### src/rtl/leq_pkg.sv
// Package for the lossy event queue: sizes, field types, codes and the
// command and status structures between controller and datapath.
// Depends on nothing; every other file of the block uses it.
package leq_pkg;

   // Storage sizes.
   localparam int QUEUE_DEPTH  = 16;
   localparam int PAYLOAD_BITS = 32;
   localparam int MAX_RESULTS  = 16;

   // Fixed field widths of the channels and the register.
   localparam int KIND_BITS   = 3;
   localparam int STATUS_BITS = 8;
   localparam int TAG_BITS    = 32;
   localparam int COUNT_BITS  = 5;
   localparam int LIMIT_BITS  = 5;
   localparam int DROP_BITS   = 32;

   // Derived widths.
   localparam int FILL_BITS   = $clog2(QUEUE_DEPTH + 1);
   localparam int IDX_BITS    = (QUEUE_DEPTH > 1) ? $clog2(QUEUE_DEPTH) : 1;
   localparam int CMP_BITS    = (FILL_BITS > LIMIT_BITS) ? FILL_BITS : LIMIT_BITS;
   localparam int REMAIN_BITS = $clog2(MAX_RESULTS + 1);

   typedef logic [KIND_BITS-1:0]    kind_type;
   typedef logic [STATUS_BITS-1:0]  status_type;
   typedef logic [TAG_BITS-1:0]     tag_type;
   typedef logic [PAYLOAD_BITS-1:0] stored_payload_type;
   typedef logic [COUNT_BITS-1:0]   count_type;
   typedef logic [LIMIT_BITS-1:0]   limit_type;
   typedef logic [DROP_BITS-1:0]    drop_type;
   typedef logic [FILL_BITS-1:0]    fill_type;
   typedef logic [IDX_BITS-1:0]     idx_type;
   typedef logic [CMP_BITS-1:0]     cmp_type;
   typedef logic [REMAIN_BITS-1:0]  remain_type;

   // Codes.
   localparam logic     OP_PUSH     = 1'b0;
   localparam logic     OP_POLL     = 1'b1;
   localparam kind_type KIND_FRAME  = 3'd0;
   localparam limit_type LIMIT_RESET = 5'd16;

   // Commands from the controller to the datapath.
   typedef struct packed {
      logic capture;  // register the push fields of an accepted request
      logic push;     // apply the registered push to the queue
      logic load;     // load the output register
      logic pop;      // with load: take the head entry, otherwise an empty result
      logic last;     // with load: mark the result as the final one of the poll
   } dp_cmd_type;

   // Status from the datapath to the controller.
   typedef struct packed {
      fill_type fill;
      logic     out_free;
   } dp_status_type;

   // Reduce a request payload to its stored width.
   function automatic stored_payload_type pack_payload(input tag_type tag);
      logic [PAYLOAD_BITS+TAG_BITS-1:0] wide;
      wide = {{PAYLOAD_BITS{1'b0}}, tag};
      return wide[PAYLOAD_BITS-1:0];
   endfunction

   // Bring a stored payload back to the result width.
   function automatic tag_type unpack_payload(input stored_payload_type payload);
      logic [PAYLOAD_BITS+TAG_BITS-1:0] wide;
      wide = {{TAG_BITS{1'b0}}, payload};
      return wide[TAG_BITS-1:0];
   endfunction

endpackage

### src/rtl/leq_req_if.sv
// Request channel of the lossy event queue: valid/ready handshake and the
// push or poll fields. Depends on leq_pkg.
interface leq_req_if;
   logic                 valid;
   logic                 ready;
   logic                 op;
   leq_pkg::kind_type    event_kind;
   leq_pkg::status_type  status_code;
   leq_pkg::tag_type     payload_tag;
   leq_pkg::count_type   poll_count;

   modport source (output valid, op, event_kind, status_code, payload_tag, poll_count,
                   input ready);
   modport sink   (input valid, op, event_kind, status_code, payload_tag, poll_count,
                   output ready);
endinterface

### src/rtl/leq_rsp_if.sv
// Response channel of the lossy event queue: valid/ready handshake and the
// dequeued event fields. Depends on leq_pkg.
interface leq_rsp_if;
   logic                 valid;
   logic                 ready;
   logic                 present;
   leq_pkg::kind_type    kind_out;
   leq_pkg::status_type  status_out;
   leq_pkg::tag_type     payload_out;
   logic                 last;
   leq_pkg::drop_type    drop_total;

   modport source (output valid, present, kind_out, status_out, payload_out, last,
                   drop_total, input ready);
   modport sink   (input valid, present, kind_out, status_out, payload_out, last,
                   drop_total, output ready);
endinterface

### src/rtl/lossy_event_queue_frame_first_drop.sv
// Top level of the lossy event queue: joins the controller and datapath to
// the request, response and register ports. Depends on leq_pkg, the
// channel interfaces, leq_controller and leq_datapath.
//
// A bounded event queue whose fill limit is set by csr_wr_data (reset 16,
// capped at the queue depth). A push is accepted, and in the following
// cycle the entry array is updated in one step, which drops a data frame
// at the limit (any push at a zero limit) or lets a status event evict
// the oldest data frame (or the head) and then appends it. A poll is
// accepted, then each result leaves through a single output register
// while the entry array shifts by one; a stall on the response side holds
// back the next result. An empty or zero poll returns one result with
// present low. A new request is taken while the last result of a poll
// still waits in the output register. Write the limit only while the
// block is idle.
module lossy_event_queue_frame_first_drop (
   input  logic               clock,
   input  logic               reset,
   input  logic               csr_wr_en,
   input  leq_pkg::limit_type csr_wr_data,
   leq_req_if.sink            req_bus,
   leq_rsp_if.source          rsp_bus
);

   leq_pkg::dp_cmd_type    cmd;
   leq_pkg::dp_status_type status;

   // Sequencing of requests.
   leq_controller u_controller (
      .clock          (clock),
      .reset          (reset),
      .req_valid      (req_bus.valid),
      .req_ready      (req_bus.ready),
      .req_op         (req_bus.op),
      .req_poll_count (req_bus.poll_count),
      .status         (status),
      .cmd            (cmd)
   );

   // Queue storage, counters and output register.
   leq_datapath u_datapath (
      .clock       (clock),
      .reset       (reset),
      .csr_wr_en   (csr_wr_en),
      .csr_wr_data (csr_wr_data),
      .req_kind    (req_bus.event_kind),
      .req_status  (req_bus.status_code),
      .req_tag     (req_bus.payload_tag),
      .cmd         (cmd),
      .status      (status),
      .rsp_bus     (rsp_bus)
   );

endmodule

### src/rtl/leq_datapath.sv
// Datapath of the lossy event queue: compacting entry array, fill level,
// drop counter, limit register and the response output register.
// Depends on leq_pkg and leq_rsp_if.
module leq_datapath (
   input  logic                    clock,
   input  logic                    reset,
   input  logic                    csr_wr_en,
   input  leq_pkg::limit_type      csr_wr_data,
   input  leq_pkg::kind_type       req_kind,
   input  leq_pkg::status_type     req_status,
   input  leq_pkg::tag_type        req_tag,
   input  leq_pkg::dp_cmd_type     cmd,
   output leq_pkg::dp_status_type  status,
   leq_rsp_if.source               rsp_bus
);

   // Registers.
   leq_pkg::limit_type          limit_ff, limit_in;
   leq_pkg::fill_type           fill_ff, fill_in;
   leq_pkg::drop_type           drop_ff, drop_in;
   logic                        rsp_valid_ff, rsp_valid_in;
   leq_pkg::kind_type           new_kind_ff;
   leq_pkg::status_type         new_status_ff;
   leq_pkg::stored_payload_type new_payload_ff;
   leq_pkg::kind_type           ent_kind_ff    [leq_pkg::QUEUE_DEPTH];
   leq_pkg::kind_type           ent_kind_in    [leq_pkg::QUEUE_DEPTH];
   leq_pkg::status_type         ent_status_ff  [leq_pkg::QUEUE_DEPTH];
   leq_pkg::status_type         ent_status_in  [leq_pkg::QUEUE_DEPTH];
   leq_pkg::stored_payload_type ent_payload_ff [leq_pkg::QUEUE_DEPTH];
   leq_pkg::stored_payload_type ent_payload_in [leq_pkg::QUEUE_DEPTH];
   logic                        out_present_ff;
   leq_pkg::kind_type           out_kind_ff;
   leq_pkg::status_type         out_status_ff;
   leq_pkg::tag_type            out_payload_ff;
   logic                        out_last_ff;
   leq_pkg::drop_type           out_drop_ff;

   // Combinational helpers.
   leq_pkg::cmp_type  limit_cmp;
   leq_pkg::cmp_type  eff_limit;
   logic              limit_zero;
   logic              queue_full;
   logic              is_frame;
   logic              count_drop;
   logic              do_append;
   logic              do_evict;
   leq_pkg::fill_type fill_dec;
   leq_pkg::idx_type  victim;

   // Effective limit: the register, capped at the queue depth.
   always_comb begin
      limit_cmp  = leq_pkg::CMP_BITS'(limit_ff);
      eff_limit  = (limit_cmp > leq_pkg::CMP_BITS'(leq_pkg::QUEUE_DEPTH)) ?
                   leq_pkg::CMP_BITS'(leq_pkg::QUEUE_DEPTH) : limit_cmp;
      limit_zero = (eff_limit == '0);
      queue_full = (leq_pkg::CMP_BITS'(fill_ff) >= eff_limit);
      is_frame   = (new_kind_ff == leq_pkg::KIND_FRAME);
      fill_dec   = fill_ff - 1'b1;
   end

   // Push decision: drop, evict and append, or plain append.
   always_comb begin
      count_drop = cmd.push && (limit_zero || queue_full);
      do_evict   = cmd.push && !limit_zero && queue_full && !is_frame;
      do_append  = cmd.push && !limit_zero && !queue_full;
   end

   // Eviction victim: the oldest data frame, or the head when none is queued.
   always_comb begin
      victim = '0;
      for (int i = leq_pkg::QUEUE_DEPTH - 1; i >= 0; i--) begin
         if ((leq_pkg::FILL_BITS'(i) < fill_ff) && (ent_kind_ff[i] == leq_pkg::KIND_FRAME)) begin
            victim = leq_pkg::IDX_BITS'(i);
         end
      end
   end

   // Entry array next values: shift on pop, close the gap and append on eviction, append on a plain push.
   always_comb begin
      int nxt;
      for (int i = 0; i < leq_pkg::QUEUE_DEPTH; i++) begin
         nxt = (i < leq_pkg::QUEUE_DEPTH - 1) ? i + 1 : i;
         ent_kind_in[i]    = ent_kind_ff[i];
         ent_status_in[i]  = ent_status_ff[i];
         ent_payload_in[i] = ent_payload_ff[i];
         priority if (cmd.load && cmd.pop) begin
            ent_kind_in[i]    = ent_kind_ff[nxt];
            ent_status_in[i]  = ent_status_ff[nxt];
            ent_payload_in[i] = ent_payload_ff[nxt];
         end else if (do_evict && (leq_pkg::FILL_BITS'(i) == fill_dec)) begin
            ent_kind_in[i]    = new_kind_ff;
            ent_status_in[i]  = new_status_ff;
            ent_payload_in[i] = new_payload_ff;
         end else if (do_evict && (leq_pkg::FILL_BITS'(i) < fill_dec) &&
                      (leq_pkg::FILL_BITS'(i) >= leq_pkg::FILL_BITS'(victim))) begin
            ent_kind_in[i]    = ent_kind_ff[nxt];
            ent_status_in[i]  = ent_status_ff[nxt];
            ent_payload_in[i] = ent_payload_ff[nxt];
         end else if (do_append && (leq_pkg::FILL_BITS'(i) == fill_ff)) begin
            ent_kind_in[i]    = new_kind_ff;
            ent_status_in[i]  = new_status_ff;
            ent_payload_in[i] = new_payload_ff;
         end else begin
            ent_kind_in[i]    = ent_kind_ff[i];
         end
      end
   end

   // Control state next values: limit, fill level, drop counter, output valid.
   always_comb begin
      limit_in = csr_wr_en ? csr_wr_data : limit_ff;

      fill_in = fill_ff;
      if (cmd.load && cmd.pop) begin
         fill_in = fill_dec;
      end else if (do_append) begin
         fill_in = fill_ff + 1'b1;
      end

      drop_in = drop_ff;
      if (count_drop && (drop_ff != '1)) begin
         drop_in = drop_ff + 1'b1;
      end

      rsp_valid_in = rsp_valid_ff;
      if (cmd.load) begin
         rsp_valid_in = 1'b1;
      end else if (rsp_bus.ready) begin
         rsp_valid_in = 1'b0;
      end
   end

   // Control registers.
   always_ff @(posedge clock) begin
      if (reset) begin
         limit_ff     <= leq_pkg::LIMIT_RESET;
         fill_ff      <= '0;
         drop_ff      <= '0;
         rsp_valid_ff <= 1'b0;
      end else begin
         limit_ff     <= limit_in;
         fill_ff      <= fill_in;
         drop_ff      <= drop_in;
         rsp_valid_ff <= rsp_valid_in;
      end
   end

   // Entry array and captured push fields.
   always_ff @(posedge clock) begin
      if (cmd.capture) begin
         new_kind_ff    <= req_kind;
         new_status_ff  <= req_status;
         new_payload_ff <= leq_pkg::pack_payload(req_tag);
      end
      for (int i = 0; i < leq_pkg::QUEUE_DEPTH; i++) begin
         ent_kind_ff[i]    <= ent_kind_in[i];
         ent_status_ff[i]  <= ent_status_in[i];
         ent_payload_ff[i] <= ent_payload_in[i];
      end
   end

   // Output register: head entry or an empty result.
   always_ff @(posedge clock) begin
      if (cmd.load) begin
         out_present_ff <= cmd.pop;
         out_kind_ff    <= cmd.pop ? ent_kind_ff[0] : '0;
         out_status_ff  <= cmd.pop ? ent_status_ff[0] : '0;
         out_payload_ff <= cmd.pop ? leq_pkg::unpack_payload(ent_payload_ff[0]) : '0;
         out_last_ff    <= cmd.last;
         out_drop_ff    <= drop_ff;
      end
   end

   // Ports.
   assign status.fill        = fill_ff;
   assign status.out_free    = !rsp_valid_ff || rsp_bus.ready;
   assign rsp_bus.valid      = rsp_valid_ff;
   assign rsp_bus.present    = out_present_ff;
   assign rsp_bus.kind_out   = out_kind_ff;
   assign rsp_bus.status_out = out_status_ff;
   assign rsp_bus.payload_out = out_payload_ff;
   assign rsp_bus.last       = out_last_ff;
   assign rsp_bus.drop_total = out_drop_ff;

`ifndef SYNTHESIS
   // The fill level never goes beyond the storage.
   a_fill_bounded: assert property (@(posedge clock) disable iff (reset)
      fill_ff <= leq_pkg::FILL_BITS'(leq_pkg::QUEUE_DEPTH))
      else $error("fill level beyond queue depth");

   // The drop counter only ever grows or holds.
   a_drop_monotonic: assert property (@(posedge clock) disable iff (reset)
      !$past(reset) |-> drop_ff >= $past(drop_ff))
      else $error("drop counter decreased");

   // A head entry is only taken from a non-empty queue.
   a_pop_nonempty: assert property (@(posedge clock) disable iff (reset)
      (cmd.load && cmd.pop) |-> fill_ff != '0)
      else $error("pop from empty queue");
`endif

endmodule

### src/rtl/leq_controller.sv
// Controller of the lossy event queue: accepts requests, sequences a push
// update or the results of a poll. Depends on leq_pkg.
module leq_controller (
   input  logic                    clock,
   input  logic                    reset,
   input  logic                    req_valid,
   output logic                    req_ready,
   input  logic                    req_op,
   input  leq_pkg::count_type      req_poll_count,
   input  leq_pkg::dp_status_type  status,
   output leq_pkg::dp_cmd_type     cmd
);

   localparam logic [1:0] ST_IDLE = 2'd0;
   localparam logic [1:0] ST_PUSH = 2'd1;
   localparam logic [1:0] ST_POLL = 2'd2;

   logic [1:0]          state_ff, state_in;
   leq_pkg::remain_type remain_ff, remain_in;
   leq_pkg::cmp_type    want_cmp;
   leq_pkg::cmp_type    fill_cmp;
   leq_pkg::cmp_type    count_cmp;

   // Number of results of a poll: the request, capped by fill and result limit.
   always_comb begin
      want_cmp  = leq_pkg::CMP_BITS'(req_poll_count);
      fill_cmp  = leq_pkg::CMP_BITS'(status.fill);
      count_cmp = (want_cmp < fill_cmp) ? want_cmp : fill_cmp;
      if (count_cmp > leq_pkg::CMP_BITS'(leq_pkg::MAX_RESULTS)) begin
         count_cmp = leq_pkg::CMP_BITS'(leq_pkg::MAX_RESULTS);
      end
   end

   // State transitions and commands.
   always_comb begin
      state_in  = state_ff;
      remain_in = remain_ff;
      req_ready = 1'b0;
      cmd       = '0;
      unique case (state_ff)
         ST_IDLE: begin
            req_ready = 1'b1;
            if (req_valid) begin
               cmd.capture = 1'b1;
               if (req_op == leq_pkg::OP_PUSH) begin
                  state_in = ST_PUSH;
               end else begin
                  remain_in = leq_pkg::REMAIN_BITS'(count_cmp);
                  state_in  = ST_POLL;
               end
            end
         end
         ST_PUSH: begin
            cmd.push = 1'b1;
            state_in = ST_IDLE;
         end
         ST_POLL: begin
            if (status.out_free) begin
               cmd.load = 1'b1;
               if (remain_ff == '0) begin
                  cmd.last = 1'b1;
                  state_in = ST_IDLE;
               end else begin
                  cmd.pop   = 1'b1;
                  cmd.last  = (remain_ff == leq_pkg::REMAIN_BITS'(1));
                  remain_in = remain_ff - 1'b1;
                  if (remain_ff == leq_pkg::REMAIN_BITS'(1)) begin
                     state_in = ST_IDLE;
                  end
               end
            end
         end
         default: begin
            state_in = ST_IDLE;
         end
      endcase
   end

   // State registers.
   always_ff @(posedge clock) begin
      if (reset) begin
         state_ff  <= ST_IDLE;
         remain_ff <= '0;
      end else begin
         state_ff  <= state_in;
         remain_ff <= remain_in;
      end
   end

`ifndef SYNTHESIS
   // Entries still owed to a poll imply a non-empty queue.
   a_remain_has_entries: assert property (@(posedge clock) disable iff (reset)
      (state_ff == ST_POLL && remain_ff != '0) |-> status.fill != '0)
      else $error("poll owes entries but queue is empty");

   // The output register is only loaded when it is free.
   a_load_when_free: assert property (@(posedge clock) disable iff (reset)
      cmd.load |-> status.out_free)
      else $error("output register overwritten");

   // The final result of a poll returns the controller to idle.
   a_last_to_idle: assert property (@(posedge clock) disable iff (reset)
      (cmd.load && cmd.last) |=> state_ff == ST_IDLE)
      else $error("controller not idle after final result");
`endif

endmodule

### src/flat_wrapper.sv
// flat-port wrapper written by rule: the top's interface ports become plain ports
module lossy_event_queue_frame_first_drop_flat 
  (clock, reset, csr_wr_en, csr_wr_data, req_bus_valid, req_bus_op, req_bus_event_kind, req_bus_status_code, req_bus_payload_tag, req_bus_poll_count, req_bus_ready, rsp_bus_valid, rsp_bus_present, rsp_bus_kind_out, rsp_bus_status_out, rsp_bus_payload_out, rsp_bus_last, rsp_bus_drop_total, rsp_bus_ready);
  leq_req_if req_bus_i ();
  leq_rsp_if rsp_bus_i ();
  input  logic clock;
  input  logic reset;
  input  logic csr_wr_en;
  input  leq_pkg::limit_type csr_wr_data;
  input wire logic [$bits(req_bus_i.valid)-1:0] req_bus_valid;
  input wire logic [$bits(req_bus_i.op)-1:0] req_bus_op;
  input wire logic [$bits(req_bus_i.event_kind)-1:0] req_bus_event_kind;
  input wire logic [$bits(req_bus_i.status_code)-1:0] req_bus_status_code;
  input wire logic [$bits(req_bus_i.payload_tag)-1:0] req_bus_payload_tag;
  input wire logic [$bits(req_bus_i.poll_count)-1:0] req_bus_poll_count;
  output wire logic [$bits(req_bus_i.ready)-1:0] req_bus_ready;
  output wire logic [$bits(rsp_bus_i.valid)-1:0] rsp_bus_valid;
  output wire logic [$bits(rsp_bus_i.present)-1:0] rsp_bus_present;
  output wire logic [$bits(rsp_bus_i.kind_out)-1:0] rsp_bus_kind_out;
  output wire logic [$bits(rsp_bus_i.status_out)-1:0] rsp_bus_status_out;
  output wire logic [$bits(rsp_bus_i.payload_out)-1:0] rsp_bus_payload_out;
  output wire logic [$bits(rsp_bus_i.last)-1:0] rsp_bus_last;
  output wire logic [$bits(rsp_bus_i.drop_total)-1:0] rsp_bus_drop_total;
  input wire logic [$bits(rsp_bus_i.ready)-1:0] rsp_bus_ready;
  assign req_bus_i.valid = req_bus_valid;
  assign req_bus_i.op = req_bus_op;
  assign req_bus_i.event_kind = req_bus_event_kind;
  assign req_bus_i.status_code = req_bus_status_code;
  assign req_bus_i.payload_tag = req_bus_payload_tag;
  assign req_bus_i.poll_count = req_bus_poll_count;
  assign req_bus_ready = req_bus_i.ready;
  assign rsp_bus_valid = rsp_bus_i.valid;
  assign rsp_bus_present = rsp_bus_i.present;
  assign rsp_bus_kind_out = rsp_bus_i.kind_out;
  assign rsp_bus_status_out = rsp_bus_i.status_out;
  assign rsp_bus_payload_out = rsp_bus_i.payload_out;
  assign rsp_bus_last = rsp_bus_i.last;
  assign rsp_bus_drop_total = rsp_bus_i.drop_total;
  assign rsp_bus_i.ready = rsp_bus_ready;
  lossy_event_queue_frame_first_drop u_core (.clock(clock), .reset(reset), .csr_wr_en(csr_wr_en), .csr_wr_data(csr_wr_data), .req_bus(req_bus_i), .rsp_bus(rsp_bus_i));
endmodule
### config.mk
export PLATFORM = sky130hd
export DESIGN_NAME = lossy_event_queue_frame_first_drop_flat
export DESIGN_NICKNAME = d
export VERILOG_FILES = /design/src/rtl/leq_pkg.sv /design/src/rtl/leq_req_if.sv /design/src/rtl/leq_rsp_if.sv /design/src/rtl/lossy_event_queue_frame_first_drop.sv /design/src/rtl/leq_datapath.sv /design/src/rtl/leq_controller.sv /design/src/flat_wrapper.sv
export SDC_FILE = /design/constraint.sdc
export NUM_CORES = 1
export LEC_CHECK = 0
export BUFFER_PORTS_ARGS = -buffer_cell sky130_fd_sc_hd__buf_2
export CAP_MARGIN = 25
export CORE_ASPECT_RATIO = 0.9
export CORE_MARGIN = 4
export CORE_UTILIZATION = 30
export CTS_CLUSTER_DIAMETER = 80
export DETAILED_ROUTE_END_ITERATION = 8
export MAX_ROUTING_LAYER = met4
export PLACE_DENSITY = 0.52
export RECOVER_POWER = 50
export SKIP_LAST_GASP = 1
export SLEW_MARGIN = 20
export SYNTH_ARGS = -nofsm -noshare
export SYNTH_HDL_FRONTEND = slang
export SYNTH_HIERARCHICAL = 1
export SYNTH_SLANG_ARGS = --single-unit
### constraint.sdc
create_clock -name clock -period 12.6 [get_ports clock]
set_input_delay 0.63 -clock clock [delete_from_list [all_inputs] [get_ports clock]]
set_output_delay 0.63 -clock clock [all_outputs]
set_load 0.03 [all_outputs]
==> reports/metrics.yaml, run 1 <==
critical_path:
  cp_common_cell: "clkbuf_1"
  cp.required_ns: 12.92
  crit_path_end_kind: "flop"
  crit_buf_inv: 3
  cp.arrival_ns: 8.71
  cpPeakStageDelay_ns: 1.77
  path_delay_family: "compound AO/OA/AOI/OAI gates"
  startpoint_type: "flop"
  crit_chain: "nor2b_1 > nand2_1 > a21oi_1 > clkbuf_1 > nand2_2 > clkbuf_1 > o311ai_0 > a31o_1 > buf_4"
  worstSetupPathType: "reg -> reg"
  crit_fanout: 60
  crit_slowest_cell: "a21oi_1"
cts:
  clock_sinks: 858
  ctsResizeCount: 0
  cts_made_buffers: 93
  clk_pin_slew_ns: 0.06
  cts_tree: "built"
  cts_root_buf: "clkbuf_16"
  cts_setup_buffers: 0
  cts_max_level: 3
  clk_path_buf_depth: 3
  clock_latency_ns: 0.69
  ctsHoldBuffers: 0
status:
  outcome: "complete, but fails checks"
  violations: "max-capacitance violations, max-slew violations"
yosys:
  ys_warn_count: 6
  synth_top_family_by_area: "multiplexers"
  synth_fa_ha_area_share_pct: 0.6599
  synth-xor-area-share_pct: 0.8777
  synth_nets: 2473
  synthCells: 2394
  ys_seq_elements: 858
  yosysSeqAreaShare_pct: 66.63
  synth_compound_area_share_pct: 4.966
  syn-cell-area_mm2: 0.03792
  netlist-cell-type-count: 82
  synth_ff_type: "edfxtp_1"
  synth-simple-area-share_pct: 5.946
  async_flop_share_pct: 0
  synth_enable_flop_cells: 808
  syn_area_per_cell_um2: 15.84
  synthMuxAreaShare_pct: 18.54
power_and_ir_drop:
  intPower_mw: 4.969
  seqPwrFrac_pct: 51.5
  p_sw_share_pct: 22.62
  p_leak_nw: 13.89
  p_per_area_mw_per_mm2: 149.0
  pwr-share-clk_pct: 41.9
  ir_drop_mv: 0.09978
  netSwitchingPower_mw: 1.453
  p_comb_share_pct: 6.7
die:
  die_y_um: 345.3
  core_area_mm2: 0.1253
  rows: 123
  die_x_um: 382.8
  pin_count: 138
  fp.dieArea_mm2: 0.1322
  start_util_pct: 30.27
timing:
  period_share_pct: 66.57
  whs_ns: 0.1068
  relSlewSlack_pct: -202.9
  rsz0062_at_grt: "false"
  slew_viol_final: 615
  final.setup_skew_ns: 0.04615
  setup_violations: 0
  tightest_slew_ns: 4.544
  max_freq_mhz: 119.2
  layout_min_cycle_time_ns: 8.387
  hold_viol: 0
  finalSetupTns_ns: 0
  fin_ws_ns: 4.213
routing:
  drt_iter0_drc: 1273
  wirelength_um: 94100
  avgRoutedWirePerCell_um: 22.10
  viasPerCell: 4.948
  antenna_left: 0
  top_layer: "met4"
  wl_met1_um: 44430
  drc_errors: 0
  dr_wl_met3_um: 4215
  dr_total_vias: 21065
  met2WireLength_um: 42850
  drtPass1Iterations: 4
layout:
  fillers: 12100
  fin_nets: 2574
  final-instance-count-excl-fill: 4257
  area_growth_syn_to_layout_pct: 13.64
  drive_gt1_share_pct: 27.12
  final_common_cell: "edfxtp_1"
  mostFrequentLayoutCells: "808 x edfxtp_1, 411 x mux2_2, 169 x mux2_1"
  num_antenna_cells: 0
placement:
  place_inst: 4087
  gp_congestion: 0.7853
  io_buffers: 137
  pre_cts_ws_ns: 6.821
  hpwl_um: 54660
global_routing:
  antenna_found_initial: 1
  grt_max_degree: 84
  grt.overflow.total: 0
  grt_pass1_wl_um: 140900
  grt_pass1_vias: 21799
  grt_util_all_layers_pct: 14.36
job:
  cap_violations: 17
min_path:
  holdCritPathClass: "in -> reg"
power groups by stage:
stage / registers (mW) / clock network [mW] / logic, mW
after global routing: 3.32 / 2.91 / 0.466
after global placement: 3.36 / 0 / 0.428
after detailed placement: 3.36 / 0 / 0.441
after floorplan: 3.34 / 0 / 0.309
after CTS: 3.30 / 2.80 / 0.444
final: 3.31 / 2.69 / 0.427
stage by stage:
| step | cell area, um2 | power [mW] | util (%) |
|---|---|---|---|
| after floorplan | 37920 | 3.652 | - |
| after global placement | 40390 | 3.789 | 32.24 |
| after detailed placement | 40420 | 3.804 | 32.27 |
| after CTS | 43440 | 6.543 | 34.68 |
| after global routing | 43090 | 6.689 | 34.40 |
| final | 43090 | 6.422 | 34.40 |
path summary, 6_finish.rpt:
check,startpoint,endpoint,slack (ns),depth (start not counted)
min reg2reg,u_core/u_datapath/drop_ff[20],u_core/u_datapath/rsp_bus.drop_total[20],0.48,0
min,req_bus_payload_tag[3],u_core/u_datapath/new_payload_ff[3],0.11,1
max,u_core/u_controller/state_ff[1],u_core/u_datapath/ent_payload_ff[1][10],4.21,9
max reg2reg,u_core/u_controller/state_ff[1],u_core/u_datapath/ent_payload_ff[1][10],4.21,9
flip-flops by register name, indices dropped and copies added, names as in the netlist, 8 cells and up:
signal and cells:
u_core/u_datapath/new_payload_ff 32, u_core/u_datapath/rsp_bus.status_out 8, u_core/u_datapath/rsp_bus.drop_total 32, u_core/u_datapath/ent_status_ff 128, u_core/u_datapath/ent_kind_ff 48, u_core/u_datapath/rsp_bus.payload_out 32, u_core/u_datapath/drop_ff 32, u_core/u_datapath/ent_payload_ff 512
u_core/u_datapath/new_status_ff 8
area by class of cell:
class | instances | area [um2] | area share [%]
clock inverter | 57 | 545.5 | 1.266
tap | 1687 | 2111 | 4.898
multi-input combinational | 1340 | 11730 | 27.22
inverter | 24 | 91.34 | 0.2120
sequential | 858 | 25260 | 58.63
clock buffer | 113 | 2476 | 5.746
timing repair buffer | 178 | 872.1 | 2.024
synth_stat cells (all sizes together) (20+ instances only):
library cell | instances | area, um2
buf | 78 | 461.7
a21oi | 28 | 173.9
a2bb2oi | 41 | 359.1
ha | 20 | 250.2
nand3 | 74 | 370.4
and2 | 55 | 344.1
clkbuf | 94 | 352.8
nand2 | 95 | 356.6
edfxtp | 808 | 24260
inv | 24 | 90.09
o21ai | 33 | 187.7
dfxtp | 50 | 1001
nor2 | 71 | 269.0
nor3 | 26 | 135.1
o211ai | 42 | 315.3
mux2 | 606 | 6989
or3 | 51 | 319.1
layer usage:
metal | global-route usage (%) | up-vias
met2 | 22.08 | 508
met1 | 19.59 | 10914
li1 | - | 9482
met4 | 4.231 | 0
met3 | 2.378 | 161
met5 | - | -
logic make-up (layout without fill, tap and decap cells):
kind of cell / after synthesis / after routing
multiplexers: 610 / 610
flip-flops: 858 / 858
buffers and inverters: 196 / 372
adder cells (fa/ha/maj): 20 / 20
AND/OR/NAND/NOR: 438 / 438
XOR/XNOR: 38 / 38
AO/OA/AOI/OAI: 234 / 234
(Power assumes the default switching activity.)
==> run 2: changes to the inputs <==
--- a/config.mk
+++ b/config.mk
@@ -13,7 +13,7 @@
 export CTS_CLUSTER_DIAMETER = 80
 export DETAILED_ROUTE_END_ITERATION = 8
 export MAX_ROUTING_LAYER = met4
-export PLACE_DENSITY = 0.52
+export PLACE_DENSITY = 0.53
 export RECOVER_POWER = 50
 export SKIP_LAST_GASP = 1
 export SLEW_MARGIN = 20
==> constraint.sdc (replaced) <==
create_clock -name clock -period 6.85 [get_ports clock]
set_input_delay 0.3425 -clock clock [delete_from_list [all_inputs] [get_ports clock]]
set_output_delay 0.3425 -clock clock [all_outputs]
set_load 0.03 [all_outputs]
==> run 2 against run 1 <==
The run still ends with max-capacitance violations, max-slew violations left. Routed wire length is 1.3% higher. Setup slack worse by 3.0 ns. Total power is 87% higher. Count of clock-buffer cells in the layout decreased by 1. Cell area is 2.3% higher. Register-to-register slack got worse by 3.0 ns. Die area unchanged. Critical path depth grew 3. Final cell count rose by 1.6%. Critical endpoint is now u_core/u_datapath/ent_payload_ff[0][88]. Largest cell class unchanged.
==> reports/metrics.yaml, run 2 (same netlist as run 1, synthesis figures left out) <==
status:
  outcome: "complete, but fails checks"
  violations: "max-capacitance violations, max-slew violations"
timing:
  rsz0062_at_grt: "false"
  slew_viol_final: 225  # -63%
  max_freq_mhz: 177.5  # +49%
  hold_viol: 0  # unchanged
  tightest_slew_ns: 4.389  # -0.1545 ns
  finalSetupTns_ns: 0  # unchanged
  final.setup_skew_ns: 0.04123  # -0.004925 ns
  relSlewSlack_pct: -192.6  # +10 points
  whs_ns: 0.06846  # -0.03832 ns
  layout_min_cycle_time_ns: 5.634  # -2.753 ns
  fin_ws_ns: 1.216  # -2.997 ns
  setup_violations: 0  # unchanged
  period_share_pct: 82.25  # +16 points
global_routing:
  antenna_found_initial: 1  # unchanged
  grt_util_all_layers_pct: 14.55  # +0.19 points
  grt.overflow.total: 0  # unchanged
  grt_pass1_vias: 22284  # +2.2%
  grt_pass1_wl_um: 143600  # +1.9%
  grt_max_degree: 83  # -1.2%
die:
  die_y_um: 345.3  # unchanged
  die_x_um: 382.8  # unchanged
  pin_count: 138  # unchanged
  core_area_mm2: 0.1253  # unchanged
  start_util_pct: 30.27  # unchanged
  rows: 123  # unchanged
  fp.dieArea_mm2: 0.1322  # unchanged
critical_path:
  crit_chain: "clkbuf_1 > inv_1 > ha_1 > nand2b_1 > a31oi_1 > o21ai_0 > buf_4 > and2_0 > nand2_1 > o221ai_4 > clkbuf_1 > buf_4"
  crit_fanout: 25  # -58%
  worstSetupPathType: "reg -> reg"
  startpoint_type: "flop"
  cp.arrival_ns: 6.04  # -2.67 ns
  cpPeakStageDelay_ns: 0.90  # -0.87 ns
  crit_path_end_kind: "flop"
  path_delay_family: "buffers and inverters"
  cp.required_ns: 7.26  # -5.66 ns
  crit_buf_inv: 5  # +2
  crit_slowest_cell: "clkbuf_1"
routing:
  antenna_left: 0  # unchanged
  drc_errors: 0  # unchanged
  avgRoutedWirePerCell_um: 22.03  # -0.33%
  drt_iter0_drc: 1150  # -9.7%
  viasPerCell: 4.919  # -0.59%
  wirelength_um: 95330  # +1.3%
  drtPass1Iterations: 5  # +1
  dr_total_vias: 21285  # +1.0%
layout:
  final-instance-count-excl-fill: 4327  # +1.6%
  multi_input_area_mm2: 0.01190  # +1.4%
  top_register: "u_core/u_datapath/ent_payload_ff"
  reg_top3: "u_core/u_datapath/ent_payload_ff x512, u_core/u_datapath/ent_status_ff x128, u_core/u_datapath/ent_kind_ff x48"
  regArea_mm2: 0.02526  # unchanged
  drive_gt1_share_pct: 28.46  # +1.3 points
  mostFrequentLayoutCells: "808 x edfxtp_1, 413 x mux2_2, 149 x mux2_1"
  area_growth_syn_to_layout_pct: 16.22
  fillers: 11999  # -0.83%
  fin_nets: 2643  # +2.7%
  largest_register_ffs: 512  # unchanged
  final_common_cell: "edfxtp_1"
  final_util_pct: 35.18  # +0.78 points
  postLayoutCellArea_mm2: 0.04407  # +2.3%
placement:
  hpwl_um: 56540  # +3.4%
  placed_cell_area_mm2: 0.04054  # +0.30%
  gp_congestion: 0.7845  # -0.10%
  io_buffers: 137  # unchanged
  place_inst: 4095  # +0.20%
  pre_cts_ws_ns: 1.762  # -5.060 ns
power_and_ir_drop:
  power_mw: 12.01  # +87%
  p_per_area_mw_per_mm2: 272.6  # +83%
  p_leak_nw: 14.34  # +3.2%
  ir_drop_mv: 0.1741  # +75%
cts:
  cts_made_buffers: 96  # +3.2%
  cts_max_level: 3  # unchanged
  cts_setup_buffers: 0  # unchanged
  cts_tree: "built"
  ctsResizeCount: 0  # unchanged
  clock_sinks: 858  # unchanged
  cts_root_buf: "clkbuf_16"
  clk_path_buf_depth: 3  # unchanged
  clock_latency_ns: 0.70  # about the same
  clk_pin_slew_ns: 0.06  # about the same
job:
  cap_violations: 5  # -12
min_path:
  holdCritPathClass: "in -> reg"
## run 2: final cells by class
| class | count | area share [%] |
|---|---|---|
| multi-input combinational | 1340 | 26.99 |
| inverter | 24 | 0.2073 |
| sequential | 858 | 57.33 |
| clock inverter | 61 | 1.405 |
| timing repair buffer | 244 | 3.611 |
| clock buffer | 112 | 5.659 |
| tap | 1687 | 4.790 |
| antenna | 1 | 0.005678 |
## run 2: final timing paths
| check | endpoint | depth (start not counted) | slack [ns] | start |
|---|---|---|---|---|
| worst max-delay path | u_core/u_datapath/ent_payload_ff[0][88] | 12 | 1.22 | u_core/u_datapath/fill_ff[0] |
| worst min-delay path | u_core/u_datapath/limit_cmp[1] | 3 | 0.07 | csr_wr_en |
| worst max register to register | u_core/u_datapath/ent_payload_ff[0][88] | 12 | 1.22 | u_core/u_datapath/fill_ff[0] |
| worst min register to register | u_core/u_controller/state_ff[1] | 1 | 0.48 | u_core/u_controller/state_ff[0] |
## run 2: what timing repair did
action | CTS | global route
setup endpoints to repair | 0 | 0
hold buffers | 55 | 0
endpoints found under the hold margin | 50 | 0
## run 2: worst register-to-register path, stage by stage, from the launching register on
cell and delay, ns:
dfxtp_1 0.30, clkbuf_1 0.90, inv_1 0.44, ha_1 0.41, nand2b_1 0.09, a31oi_1 0.08
o21ai_0 0.16, buf_4 0.20, and2_0 0.80, nand2_1 0.39, o221ai_4 0.60, clkbuf_1 0.70
buf_4 0.30
## run 2: power breakdown
part | internal [mW] | switching (mW)
registers | 5.95 | 0.130
logic | 0.368 | 0.451
clock network | 2.96 | 2.15
## run 2: per-layer routing
metal  GRT usage (%)  share of wire, %  routed length (um)  up-vias
met3           2.310               4.0                3854      142
met5               -                 0                   0        -
li1                -                 -                   -     9606
met2           22.66                46               43840      525
met1           19.88                48               45590    11012
met4           3.733               2.1                2043        0
==> run 3: changes to the inputs <==
==> constraint.sdc (replaced) <==
create_clock -name clock -period 4.62 [get_ports clock]
set_input_delay 0.231 -clock clock [delete_from_list [all_inputs] [get_ports clock]]
set_output_delay 0.231 -clock clock [all_outputs]
set_load 0.03 [all_outputs]
==> run 3 against run 2 <==
The flow still finishes with violations (max-capacitance violations, max-slew violations). Global-route usage increased by 0.057 points. Utilization increased by 0.23 points. Non-clock buffer count increased by 24. Critical path depth decreased by 3. Sequential power increased by 48%. Die area unchanged. Hold slack improved by 0.034 ns. Clock power increased by 48%. First-iteration DRC count increased by 15%. Combinational power increased by 51%. Final cell count increased by 0.46%. Largest power group unchanged. Highest routed layer unchanged.
==> reports/metrics.yaml, run 3 (same netlist as run 1, synthesis figures left out) <==
die:
  die_y_um: 345.3  # unchanged
  fp.dieArea_mm2: 0.1322  # unchanged
  pin_count: 138  # unchanged
  core_area_mm2: 0.1253  # unchanged
  start_util_pct: 30.27  # unchanged
  die_x_um: 382.8  # unchanged
  rows: 123  # unchanged
status:
  violations: "max-capacitance violations, max-slew violations"
  outcome: "complete, but fails checks"
timing:
  layout_min_cycle_time_ns: 4.414  # -1.221 ns
  slew_viol_final: 48  # -79%
  period_share_pct: 95.53  # +13 points
  max_freq_mhz: 226.6  # +28%
  fin_ws_ns: 0.2064  # -1.009 ns
  finalSetupTns_ns: 0  # unchanged
  relSlewSlack_pct: -60.97  # +130 points
  setup_violations: 0  # unchanged
  hold_viol: 0  # unchanged
  rsz0062_at_grt: "false"
  final.setup_skew_ns: 0.04325  # +0.002024 ns
  whs_ns: 0.1022  # +0.03372 ns
  tightest_slew_ns: 2.415  # -1.975 ns
cts:
  cts_made_buffers: 95  # -1.0%
  cts_max_level: 3  # unchanged
  clk_path_buf_depth: 3  # unchanged
  clock_latency_ns: 0.70  # about the same
  cts_root_buf: "clkbuf_16"
  clk_pin_slew_ns: 0.06  # about the same
  cts_tree: "built"
  clock_sinks: 858  # unchanged
power_and_ir_drop:
  ir_drop_mv: 0.3260  # +87%
  power_mw: 17.82  # +48%
  p_per_area_mw_per_mm2: 401.8  # +47%
  p_leak_nw: 14.47  # +0.95%
global_routing:
  grt.overflow.total: 0  # unchanged
  grt_max_degree: 56  # -33%
  grt_pass1_vias: 22014  # -1.2%
  grt_util_all_layers_pct: 14.61  # +0.057 points
  grt_pass1_wl_um: 143200  # -0.25%
  antenna_found_initial: 1  # unchanged
placement:
  hpwl_um: 57020  # +0.86%
  io_buffers: 137  # unchanged
  gp_congestion: 0.8053  # +2.7%
  pre_cts_ws_ns: 0.2858  # -1.476 ns
  place_inst: 4120  # +0.61%
  placed_cell_area_mm2: 0.04100  # +1.1%
routing:
  drtPass1Iterations: 7  # +2
  avgRoutedWirePerCell_um: 21.93  # -0.46%
  dr_total_vias: 21389  # +0.49%
  viasPerCell: 4.920  # about the same
  drc_errors: 0  # unchanged
  drt_iter0_drc: 1324  # +15%
  wirelength_um: 95330  # about the same
  antenna_left: 0  # unchanged
layout:
  area_growth_syn_to_layout_pct: 16.97
  final_common_cell: "edfxtp_1"
  mostFrequentLayoutCells: "808 x edfxtp_1, 413 x mux2_2, 149 x mux2_1"
  drive_gt1_share_pct: 28.78  # +0.32 points
  top_register: "u_core/u_datapath/ent_payload_ff"
  postLayoutCellArea_mm2: 0.04435  # +0.65%
  final_util_pct: 35.41  # +0.23 points
  fin_nets: 2666  # +0.87%
  reg_top3: "u_core/u_datapath/ent_payload_ff x512, u_core/u_datapath/ent_status_ff x128, u_core/u_datapath/ent_kind_ff x48"
  largest_register_ffs: 512  # unchanged
  final-instance-count-excl-fill: 4347  # +0.46%
min_path:
  hold_end: "u_core/u_controller/remain_ff[2]"
  worstHoldStart: "req_bus_poll_count[2]"
  min_path_cells: 4  # +1
  holdCritPathClass: "in -> reg"
critical_path:
  worstSetupPathType: "reg -> reg"
  crit_fanout: 43  # +72%
  reg2reg_slack_ns: 0.21  # -1.01 ns
  r2r_end: "u_core/u_datapath/ent_payload_ff[1][161]"
  worst_r2r_path_depth: 9  # -3
  crit_path_end_kind: "flop"
  r2r-start: "u_core/u_datapath/fill_ff[4]"
  cp.arrival_ns: 4.73  # -1.31 ns
  startpoint_type: "flop"
  cp.required_ns: 4.93  # -2.33 ns
job:
  cap_violations: 2  # -3
-- run 3: cell types whose count changed in the layout (fill, tap and decap cells not counted), moves of 3 or more --
cell        previous run  this run
clkbuf_2               4         9
and2_1                21        17
inv_6                  4         7
clkinv_2              11         8
buf_2                 57        54
buf_12                 5        16
clkinv_1              22        17
clkbuf_4               0         4
and2_0                32        37
clkinv_4               0         3
clkbuf_1              98       111
clkinvlp_4             8         1
-- run 3: layout make-up --
cell class / count / area [um2]
Antenna cell: 2 / 5.005
Clock buffer: 119 / 2520
Clock inverter: 49 / 574.3
Fill cell: 12020 / 80920
Inverter: 24 / 95.09
Multi-Input combinational cell: 1340 / 11910
Sequential cell: 858 / 25270
Tap cell: 1687 / 2111
Timing Repair Buffer: 268 / 1867
-- run 3: per-layer routing --
metal | wire length (um) | GRT usage, % | part of all wire [%]
met5 | 0 | - | 0
met4 | 2302 | 3.974 | 2.4
met3 | 5335 | 2.759 | 5.6
met2 | 43570 | 22.51 | 46
met1 | 44120 | 19.80 | 46
-- run 3: what timing repair did --
| item | CTS | global route |
|---|---|---|
| resized for setup | 0 | 0 |
| endpoints found under the hold margin | 52 | 0 |
| setup buffers | 0 | 0 |
| hold buffers | 57 | 0 |
-- run 3: worst max-delay path by stage --
stage / start / endpoint / slack (ns) / cells past startpoint
2_1_floorplan: u_core/u_datapath/fill_ff[1] / u_core/u_datapath/ent_kind_ff[1][6] / -0.03 / 11
3_3_place_gp: u_core/u_datapath/fill_ff[4] / u_core/u_datapath/ent_payload_ff[1][131] / 0.25 / 8
3_5_place_dp: u_core/u_datapath/fill_ff[4] / u_core/u_datapath/ent_payload_ff[1][131] / 0.29 / 8
4_1_cts: u_core/u_datapath/fill_ff[4] / u_core/u_datapath/ent_status_ff[0][7] / 0.26 / 9
5_1_grt: u_core/u_datapath/fill_ff[3] / u_core/u_datapath/ent_payload_ff[1][178] / 0.04 / 9
6_report: u_core/u_datapath/fill_ff[4] / u_core/u_datapath/ent_payload_ff[1][161] / 0.21 / 9
-- run 3: critical path: stages, from the launching register on --
cell and delay (ns):
dfxtp_1 0.87, nor2_1 0.40, nor4_1 0.49, o2bb2ai_1 0.18, a211o_1 0.36, a21oi_1 0.39, nor2_1 0.18, o21ai_4 0.27
a211o_2 0.14, clkbuf_4 0.69
-- run 3: power by group --
part / switching, mW / total, mW / internal, mW
Sequential: 0.189 / 9.01 / 8.82
Combinational: 0.683 / 1.24 / 0.562
Clock: 3.18 / 7.57 / 4.39
Total: 4.05 / 17.8 / 13.8
